$ cat config.mk
export PLATFORM = sky130hd
export DESIGN_NAME = ipv4_address_text_scanner_top
export DESIGN_NICKNAME = d
export VERILOG_FILES = /design/src/ip4s_pkg.sv /design/src/ipv4_address_text_scanner_top.sv /design/src/ip4s_scan.sv /design/src/ip4s_res_q.sv
export SDC_FILE = /design/constraint.sdc
export NUM_CORES = 1
export LEC_CHECK = 0
export BUFFER_PORTS_ARGS = -buffer_cell sky130_fd_sc_hd__buf_2
export CAP_MARGIN = 20
export CORE_AREA = 2 2 151 153
export DETAILED_ROUTE_END_ITERATION = 8
export DIE_AREA = 0 0 153 155
export GPL_ROUTABILITY_DRIVEN = 1
export GPL_TIMING_DRIVEN = 1
export PLACE_DENSITY = 0.78
export SLEW_MARGIN = 20
export SYNTH_ARGS = -nofsm -noshare
export SYNTH_HDL_FRONTEND = slang
export SYNTH_HIERARCHICAL = 1
export SYNTH_SLANG_ARGS = --single-unit
$ cat constraint.sdc
create_clock -name i_clk -period 6.9 [get_ports i_clk]
set_input_delay 1.035 -clock i_clk [delete_from_list [all_inputs] [get_ports i_clk]]
set_output_delay 1.035 -clock i_clk [all_outputs]
set_load 0.05 [all_outputs]
$ cat src/ip4s_pkg.sv
// Shared types and constants for the IPv4 address text scanner.
// No dependencies.
`timescale 1ns / 1ps

package ip4s_pkg;

    localparam logic [7:0]  C_CH_ZERO      = 8'h30;
    localparam logic [7:0]  C_CH_NINE      = 8'h39;
    localparam logic [7:0]  C_CH_DOT       = 8'h2E;
    localparam logic [7:0]  C_CH_COLON     = 8'h3A;

    localparam logic [16:0] C_OCTET_MAX    = 17'd255;
    localparam logic [16:0] C_PORT_MAX     = 17'd65535;
    localparam logic [2:0]  C_OCTET_DIGITS = 3'd3;
    localparam logic [2:0]  C_PORT_DIGITS  = 3'd5;

    localparam logic [2:0]  C_GIDX_LAST    = 3'd3;
    localparam logic [2:0]  C_GIDX_PORT    = 3'd4;

    typedef struct packed {
        logic        found;
        logic [31:0] address;
        logic        has_port;
        logic [15:0] port;
    } t_result;

endpackage

$ cat src/ipv4_address_text_scanner_top.sv
// Scans a line of text for the first dotted-decimal IPv4 address with optional
// port, one character per item, and gives one result per line. The block takes
// one item every cycle: an input register feeds a single pass of compare and
// multiply-by-ten logic into the scan state, and a line's result is held in
// the result queue register before it reaches the output. A two-entry result
// queue lets input continue while a result waits; input stalls only when both
// entries are full. Depends on ip4s_pkg, ip4s_scan and ip4s_res_q.
`timescale 1ns / 1ps

module ipv4_address_text_scanner_top
    import ip4s_pkg::*;
(
    input  logic        i_clk,
    input  logic        i_rst_n,
    input  logic        i_valid,
    output logic        o_ready,
    input  logic [7:0]  i_ch,
    input  logic        i_char_present,
    input  logic        i_end_of_line,
    output logic        o_valid,
    input  logic        i_ready,
    output logic        o_found,
    output logic [31:0] o_address,
    output logic        o_has_port,
    output logic [15:0] o_port
);

    logic       r_in_valid;
    logic [7:0] r_ch;
    logic       r_present;
    logic       r_eol;

    logic       q_full;
    logic       advance;
    logic       res_push;
    t_result    res;
    t_result    q_data;

    assign advance = r_in_valid && !q_full;
    assign o_ready = !r_in_valid || !q_full;

    always_ff @(posedge i_clk) begin
        if (!i_rst_n) begin
            r_in_valid <= 1'b0;
        end else if (o_ready) begin
            r_in_valid <= i_valid;
        end
    end

    always_ff @(posedge i_clk) begin
        if (i_valid && o_ready) begin
            r_ch      <= i_ch;
            r_present <= i_char_present;
            r_eol     <= i_end_of_line;
        end
    end

    ip4s_scan u_scan (
        .i_clk        (i_clk),
        .i_rst_n      (i_rst_n),
        .i_item_valid (advance),
        .i_ch         (r_ch),
        .i_present    (r_present),
        .i_eol        (r_eol),
        .o_res_push   (res_push),
        .o_res        (res)
    );

    ip4s_res_q u_res_q (
        .i_clk   (i_clk),
        .i_rst_n (i_rst_n),
        .i_push  (res_push),
        .i_data  (res),
        .o_full  (q_full),
        .o_valid (o_valid),
        .i_ready (i_ready),
        .o_data  (q_data)
    );

    assign o_found    = q_data.found;
    assign o_address  = q_data.address;
    assign o_has_port = q_data.has_port;
    assign o_port     = q_data.port;

endmodule

$ cat src/ip4s_scan.sv
// Per-character scan state and next-state logic for one line of text.
// Depends on ip4s_pkg.
`timescale 1ns / 1ps

module ip4s_scan
    import ip4s_pkg::*;
(
    input  logic        i_clk,
    input  logic        i_rst_n,
    input  logic        i_item_valid,
    input  logic [7:0]  i_ch,
    input  logic        i_present,
    input  logic        i_eol,
    output logic        o_res_push,
    output t_result     o_res
);

    typedef struct packed {
        logic        in_run;
        logic [2:0]  gidx;
        logic [2:0]  dcnt;
        logic [16:0] gval;
        logic        lz;
        logic        rej;
        logic [31:0] acc;
        logic        matched;
        logic [31:0] m_addr;
        logic [15:0] m_port;
        logic        m_hp;
    } t_scan_st;

    t_scan_st r_st;
    t_scan_st n_st;
    t_result  n_res;

    function automatic logic is_digit(logic [7:0] c);
        return (c >= C_CH_ZERO) && (c <= C_CH_NINE);
    endfunction

    function automatic logic is_run_char(logic [7:0] c);
        return is_digit(c) || (c == C_CH_DOT) || (c == C_CH_COLON);
    endfunction

    function automatic logic octet_ok(t_scan_st st);
        return (st.dcnt != 3'd0) && (st.gval <= C_OCTET_MAX);
    endfunction

    function automatic t_scan_st run_char(t_scan_st st, logic [7:0] c);
        t_scan_st    r;
        logic [2:0]  lim;
        logic [7:0]  dig;
        r   = st;
        lim = (st.gidx >= C_GIDX_PORT) ? C_PORT_DIGITS : C_OCTET_DIGITS;
        dig = c - C_CH_ZERO;
        if (!st.rej) begin
            if (is_digit(c)) begin
                if ((st.dcnt >= lim) || ((st.dcnt != 3'd0) && st.lz)) begin
                    r.rej = 1'b1;
                end else begin
                    if ((st.dcnt == 3'd0) && (c == C_CH_ZERO)) begin
                        r.lz = 1'b1;
                    end
                    r.gval = (st.gval << 3) + (st.gval << 1) + {9'd0, dig};
                    r.dcnt = st.dcnt + 3'd1;
                end
            end else if (c == C_CH_DOT) begin
                if ((st.gidx < C_GIDX_LAST) && octet_ok(st)) begin
                    r.acc  = {st.acc[23:0], st.gval[7:0]};
                    r.gidx = st.gidx + 3'd1;
                    r.dcnt = 3'd0;
                    r.gval = '0;
                    r.lz   = 1'b0;
                end else begin
                    r.rej = 1'b1;
                end
            end else begin
                if ((st.gidx == C_GIDX_LAST) && octet_ok(st)) begin
                    r.acc  = {st.acc[23:0], st.gval[7:0]};
                    r.gidx = C_GIDX_PORT;
                    r.dcnt = 3'd0;
                    r.gval = '0;
                    r.lz   = 1'b0;
                end else begin
                    r.rej = 1'b1;
                end
            end
        end
        return r;
    endfunction

    function automatic t_scan_st close_run(t_scan_st st);
        t_scan_st r;
        r = st;
        if (st.in_run) begin
            r.in_run = 1'b0;
            if (!st.rej) begin
                if ((st.gidx == C_GIDX_LAST) && octet_ok(st)) begin
                    r.matched = 1'b1;
                    r.m_addr  = {st.acc[23:0], st.gval[7:0]};
                    r.m_hp    = 1'b0;
                    r.m_port  = '0;
                end else if ((st.gidx == C_GIDX_PORT) && (st.dcnt != 3'd0)
                             && (st.gval <= C_PORT_MAX)) begin
                    r.matched = 1'b1;
                    r.m_addr  = st.acc;
                    r.m_hp    = 1'b1;
                    r.m_port  = st.gval[15:0];
                end
            end
        end
        return r;
    endfunction

    always_comb begin
        t_scan_st s;
        s     = r_st;
        n_res = '0;
        if (i_item_valid) begin
            if (i_present && !s.matched) begin
                if (is_run_char(i_ch)) begin
                    if (!s.in_run) begin
                        s.in_run = 1'b1;
                        s.gidx   = 3'd0;
                        s.dcnt   = 3'd0;
                        s.gval   = '0;
                        s.lz     = 1'b0;
                        s.rej    = 1'b0;
                        s.acc    = '0;
                    end
                    s = run_char(s, i_ch);
                end else begin
                    s = close_run(s);
                end
            end
            if (i_eol) begin
                if (!s.matched) begin
                    s = close_run(s);
                end
                n_res.found    = s.matched;
                n_res.address  = s.m_addr;
                n_res.has_port = s.m_hp;
                n_res.port     = s.m_port;
                s              = '0;
            end
        end
        n_st = s;
    end

    always_ff @(posedge i_clk) begin
        if (!i_rst_n) begin
            r_st <= '0;
        end else begin
            r_st <= n_st;
        end
    end

    assign o_res_push = i_item_valid && i_eol;
    assign o_res      = n_res;

endmodule

$ cat src/ip4s_res_q.sv
// Two-entry result queue with registered data between scanner and output port.
// Depends on ip4s_pkg.
`timescale 1ns / 1ps

module ip4s_res_q
    import ip4s_pkg::*;
(
    input  logic    i_clk,
    input  logic    i_rst_n,
    input  logic    i_push,
    input  t_result i_data,
    output logic    o_full,
    output logic    o_valid,
    input  logic    i_ready,
    output t_result o_data
);

    t_result    r_mem [2];
    logic       r_wr;
    logic       r_rd;
    logic [1:0] r_cnt;
    logic       pop;

    assign pop     = o_valid && i_ready;
    assign o_full  = (r_cnt == 2'd2);
    assign o_valid = (r_cnt != 2'd0);
    assign o_data  = r_mem[r_rd];

    always_ff @(posedge i_clk) begin
        if (i_push) begin
            r_mem[r_wr] <= i_data;
        end
    end

    always_ff @(posedge i_clk) begin
        if (!i_rst_n) begin
            r_wr  <= 1'b0;
            r_rd  <= 1'b0;
            r_cnt <= 2'd0;
        end else begin
            if (i_push) begin
                r_wr <= ~r_wr;
            end
            if (pop) begin
                r_rd <= ~r_rd;
            end
            case ({i_push, pop})
                2'b10:   r_cnt <= r_cnt + 2'd1;
                2'b01:   r_cnt <= r_cnt - 2'd1;
                default: r_cnt <= r_cnt;
            endcase
        end
    end

endmodule

# Yosys cells after proc, flatten, opt, wreduce, memory -nomap -nowiden
# Memory sizes are Yosys's and may differ from the RTL's. A register that Yosys moved wholly into a read port is not among the register bits.
# Index checks and enable logic that the tools add are counted.
[totals]
output_inout_bits = 52
latchBits = 0
romBits = 0
memories = 1
inputBits = 14
word_cells = 120
mem_bits_rw = 100
reg_bits = 123
[memory_table]
columns = ["name", "depth", "word_bits", "rd", "rd_clocked_by_memory_dff", "write_ports", "line", "rtl"]
rows = [
  ["u_res_q.r_mem", 2, 50, 1, 1, 1, "ip4s_res_q.sv:18", "t_result r_mem [2];"],
]
[op_classes]
bitwise_logic = 2
mux = 39
eq_ne = 11
n_mul = 0
addsub = 7
n_reduce_logical = 32
order_cmp = 10
shifts = 0
div = 0
[op_table]
columns = ["operator", "count"]
rows = [
  ["50-bit 2-to-1 mux", 11],
  ["108-bit 2-to-1 mux", 4],
  ["58-bit 2-to-1 mux", 3],
  ["57-bit 2-to-1 mux", 3],
  ["32-bit 2-to-1 mux", 3],
  ["17-bit by 8-bit less-or-equal comparator with 1-bit output, second input constant", 3],
  ["24-bit 2-to-1 mux", 2],
  ["17-bit by 16-bit less-or-equal comparator with 1-bit output, second input constant", 2],
  ["8-bit by 6-bit == test with 1-bit output, second input constant", 3],
  ["22-bit 2-to-1 mux", 1],
  ["21-bit 2-to-1 mux", 1],
  ["1-bit logical AND", 19],
  ["17-bit adder", 1],
  ["17-bit by 8-bit adder with 17-bit output", 1],
  ["3-bit by 2-bit == test with 1-bit output, second input constant", 3],
  ["3-bit nonzero test", 3],
  ["8-bit by 6-bit greater-or-equal comparator with 1-bit output, second input constant", 1],
  ["8-bit by 6-bit less-or-equal comparator with 1-bit output, second input constant", 1],
  ["1-bit 2-to-1 mux", 8],
  ["8-bit by 6-bit subtractor with 8-bit output, second input constant", 1],
  ["3-bit by 1-bit adder with 3-bit output, second input constant", 2],
  ["3-bit == test, second input constant", 2],
  ["3-bit 2-to-1 mux", 2],
  ["2-bit == test, second input constant", 2],
  ["other kinds (12)", 19],
]

# Logic depth before layout (Yosys ltp)
[logic_depth]
ltp_word = 27
mapped_depth = 20
depth_no_buf = 15

# By module
# The synthesis kept the hierarchy.
[modules_own_cells]
columns = ["mod", "seq_area_each_um2", "cells_per_inst", "instances", "area_each_um2"]
rows = [
  ["ip4s_scan", 2162.1, 1207, 1, 8868.5],
  ["ip4s_res_q", 3103.0, 179, 1, 3821.2],
  ["ipv4_address_text_scanner_top", 320.3, 16, 1, 350.3],
]

# Worst setup path after synthesis
# No wires, ideal clock.
[synth_path]
path_kind = "register to register"
startpoint = "register u_scan/r_st[107] in the netlist's numbering"
endpoint = "memory u_res_q/r_mem[0][10] in the netlist's numbering (data pin)"
required_ns = 6.744
setup_slack_ns = 2.057
n_path_buf = 6
path_stages_with_launch = 21
setup_time_ns = 0.156
period_less_slack_ns = 4.843
arrival_time_ns = 4.687
cell_sequence = "dfxtp_1 buf_2 clkbuf_1 buf_1 clkbuf_1 nand2_1 fa_1 inv_1 fa_1 a21o_1 a221o_1 a2bb2oi_1 a31oi_1 xnor2_1 a21oi_1 nor2_2 a31o_2 buf_6 o21a_4 buf_6 o22ai_2"
[synth_rtl]
columns = ["item", "line", "rtl"]
rows = [
  ["start, declared", "ip4s_scan.sv:32", "t_scan_st r_st;"],
  ["start signal, assigned", "ip4s_scan.sv:153", "r_st <= n_st;"],
  ["end, declared", "ip4s_res_q.sv:18", ""],
]

==> out/qor.txt <==
======================================================================================
Origin of the worst min-delay path                                        u_scan/r_st[102]$_SDFFE_PN0P_
Fill cell instance count of the final layout                                      1820
Number of buffers inserted during clock tree synthesis                              24
# Post-CTS Setup Buffers                                                             0
Fraction of final layout cells with drive strength greater than 1                0.158
ANT nets after route                                                                 0
Worst hold path endpoint                                                  u_scan/r_st[102]$_SDFFE_PN0P_
Cell at the root of the clock tree                                           clkbuf_16
Critical R2R Capture                                                      u_res_q/r_mem[1][1]$_DFFE_PP_
Power density over the cells                                                216 nW/um2
Register bit total from synthesis                                                  224
H-Tree Depth                                                                         1
Number of distinct library cells after synthesis                                    88
Max Fclk                                                                     0.187 GHz
Max Root-Sink Buffers                                                                3
Crit-path slowest cell                                                         nor3b_4
Core Footprint                                                               22200 um2
Crit path buf inv count                                                              2
Ant diodes                                                                           0
Die Y                                                                           155 um
DRC                                                                                  0
Initial core utilization                                                         0.587
Slew headroom                                                                    0.257
Final core area utilization                                                      0.641
DR vias/cell                                                                      6.52
Synthesis-to-finish area growth                                                  9.33%
PostCTS Resize Cnt                                                                   0
Clk slew on worst S/H paths                                                    0.06 ns
Worst setup EP type                                                           register
Crit path arrival time                                                         5.60 ns
Cell-by-cell trace of the critical path                                   buf_4 > nand2_1 > fa_1 > inv_1 > ha_1 > and3_1 > a221o_1 > a2bb2oi_1 > a31oi_1 > xnor2_1 > a21oi_1 > nor3b_4 > nand2_2 > a2111oi_1
Share of synthesized area occupied by flip-flops and latches                     0.428
Final total negative setup slack                                                  0 ns
Largest net degree at the start of global routing                                  115
Via count of the first global-routing pass                                       10.2k
Count of TritonRoute iterations in the first routing pass                            7
Hold buffer count at cts                                                             0
Total number of clock tree sinks                                                   224
Unrepaired setup endpoints after global routing                                     no
P_leak                                                                         4.94 nW
Max FO, Critical Path                                                               48
Clk_lat worst skew                                                             0.53 ns
Run status                                                                finished clean
Pre-CTS WS                                                                     1.65 ns
Top cell family by delay on the critical path                             simple AND/OR/NAND/NOR gates
Leading register cell type out of synthesis                                    dfxtp_1
Post-detailed-routing wire length                                             35700 um
Startpoint kind of the worst setup timing path                                register
X dimension of the die                                                          153 um
Endpoints failing setup                                                              0
Number of max-slew violations in the final report                                    0
Clock tree skew after final layout                                           0.0280 ns
Worst hold path cell count                                                           2
Critical path type                                                             reg2reg
Minimum clock period after layout                                              5.35 ns
DPL Wire Length                                                               23400 um
Transition at the pin with the smallest max-transition slack                   1.11 ns
Mean area per synthesized cell                                                9.30 um2
Required time at the worst-slack endpoint                                      7.15 ns
Total non-filler cell area in the finished layout                            14300 um2
Weighted congestion reported at the end of routability-driven placement          0.929
Worst R2R Path Depth                                                                14
TritonCTS clock tree                                                             built
Final hold vios                                                                      0
Global-route wire length before repair                                        56400 um
Tightest Hold Check Type                                                       reg2reg
Fin crit share                                                                   0.775
Async set or reset register ratio after synthesis                                    0
Count of flip-flops with a built-in enable after synthesis                         110
Row count                                                                           55
Max-capacitance violation count                                                      0
Number of standard cells after synthesis                                          1402
Die Outline Area                                                             23700 um2
Number of ports placed on the die boundary                                          66
DRC marker count from the first detailed-route iteration                          1592
Vias after detailed routing                                                      11.2k
Global Route Usage Sum                                                           0.291
Total overflow reported by the global router                                         0
Number of nets in the synthesized netlist                                         1454
Number of buffer cells added on primary ports                                       65
Syn Std Cell Area                                                            13000 um2
VDD IR-drop max                                                               0.172 mV
Placement-stage cell area                                                    13500 um2
Slowest cell delay on critical path                                            0.94 ns
Count of synthesis-stage warnings from yosys                                         6
Initial antenna violation count                                                      0
Layout net count                                                                  1467
Critical register-to-register path startpoint                             u_scan/r_st[107]$_SDFFE_PN0P_
PnR worst setup slack                                                          1.55 ns
WL/cell                                                                        20.8 um
Worst reg2reg setup slack                                                      1.55 ns
======================================================================================
## power by group
group | switching [W] | internal (W)
logic | 0.000259 | 0.000102
registers | 0.0000124 | 0.00141
clock network | 0.000542 | 0.000746
## stage by stage
step	power, W	hold slack, ns	instances
after global placement	0.00181	0.485	1674
after global routing	0.00316	0.561	1718
after CTS	0.00309	0.509	1718
final	0.00307	0.509	1718
after floorplan	0.00174	0.466	1402
after detailed placement	0.00181	0.501	1674
## kinds of logic after synthesis
| family | synth area share |
|---|---|
| xor gates and xnor gates | 0.0101 |
| AOI/OAI and AO/OA | 0.230 |
| DFF | 0.428 |
| adders and majority gates | 0.0399 |
| and+or+nand+nor | 0.158 |
| muxes | 0.0689 |
| buffers and inverters | 0.0652 |
## final cells by class
type                    count  area [um2]  share of cell area
clock inverters            16         158              0.0111
multi-input cells         971        6630               0.465
flip-flops and latches    224        5590               0.392
well taps                 285         357              0.0250
inverters                 111         417              0.0292
clock buffers              28         637              0.0447
repair buffers             83         473              0.0332
## worst max path at each step
stage | cells after the start | slack, ns | startpoint | endpoint
after floorplan | 20 | 2.06 | u_scan/r_st[107]$_SDFFE_PN0P_ | u_res_q/r_mem[0][10]$_DFFE_PP_
after global placement | 14 | 1.74 | u_scan/r_st[107]$_SDFFE_PN0P_ | u_res_q/r_mem[0][43]$_DFFE_PP_
after detailed placement | 14 | 1.65 | u_scan/r_st[107]$_SDFFE_PN0P_ | u_res_q/r_mem[0][1]$_DFFE_PP_
after CTS | 14 | 1.62 | u_scan/r_st[107]$_SDFFE_PN0P_ | u_res_q/r_mem[1][1]$_DFFE_PP_
after global routing | 14 | 1.17 | u_scan/r_st[107]$_SDFFE_PN0P_ | u_res_q/r_mem[1][1]$_DFFE_PP_
final | 14 | 1.55 | u_scan/r_st[107]$_SDFFE_PN0P_ | u_res_q/r_mem[1][1]$_DFFE_PP_
## cell usage after synthesis (all sizes together), types with 7 or more instances
master,number,share of area
a21oi,124,0.048
nor2,116,0.035
dfxtp,114,0.18
inv,111,0.032
edfxtp,110,0.25
o22ai,100,0.049
and2,93,0.045
clkbuf,69,0.020
nand2,69,0.020
mux2,62,0.054
o21ai,57,0.022
a22oi,49,0.028
nor2b,46,0.022
ha,32,0.031
buf,27,0.013
nand3,21,0.0094
mux2i,20,0.015
a22o,18,0.012
o32a,13,0.011
a31oi,12,0.0058
o221ai,9,0.0060
xnor2,9,0.0060
a21o,8,0.0047
o21a,8,0.0052
and3,7,0.0034
nor3,7,0.0027
## state kept, by name, summed over array words and instances (netlist names), named ones only
register       cells
u_scan/r_st      108
u_res_q/r_mem    100
r_ch               8
u_res_q/r_cnt      2
r_eol              1
r_in_valid         1
r_present          1
u_res_q/r_rd       1
u_res_q/r_wr       1
## worst min-delay path: stages, from the launching register on
cell and delay (ns):
dfxtp_1 0.33, nand2_1 0.06, a21boi_0 0.06
## cell usage in the layout (no fill, tap or decap), types with 49 or more instances in the layout
| cell | Yosys | routed |
|---|---|---|
| nand2_1 | 66 | 66 |
| edfxtp_1 | 110 | 110 |
| mux2_2 | 62 | 62 |
| and2_1 | 92 | 91 |
| a21oi_1 | 122 | 122 |
| buf_2 | 11 | 65 |
| o22ai_1 | 97 | 97 |
| inv_1 | 111 | 111 |
| nor2_1 | 113 | 111 |
| dfxtp_1 | 114 | 113 |
| a22oi_1 | 49 | 49 |
## layer usage
metal | vias to the layer above | GRT usage | part of all wire
li1 | 5124 | - | -
met1 | 5295 | 0.434 | 0.43
met2 | 688 | 0.451 | 0.44
met3 | 101 | 0.0396 | 0.10
met4 | 0 | 0.0758 | 0.030
met5 | - | 0 | 0
No activity file was read; power rests on OpenSTA's default activity.
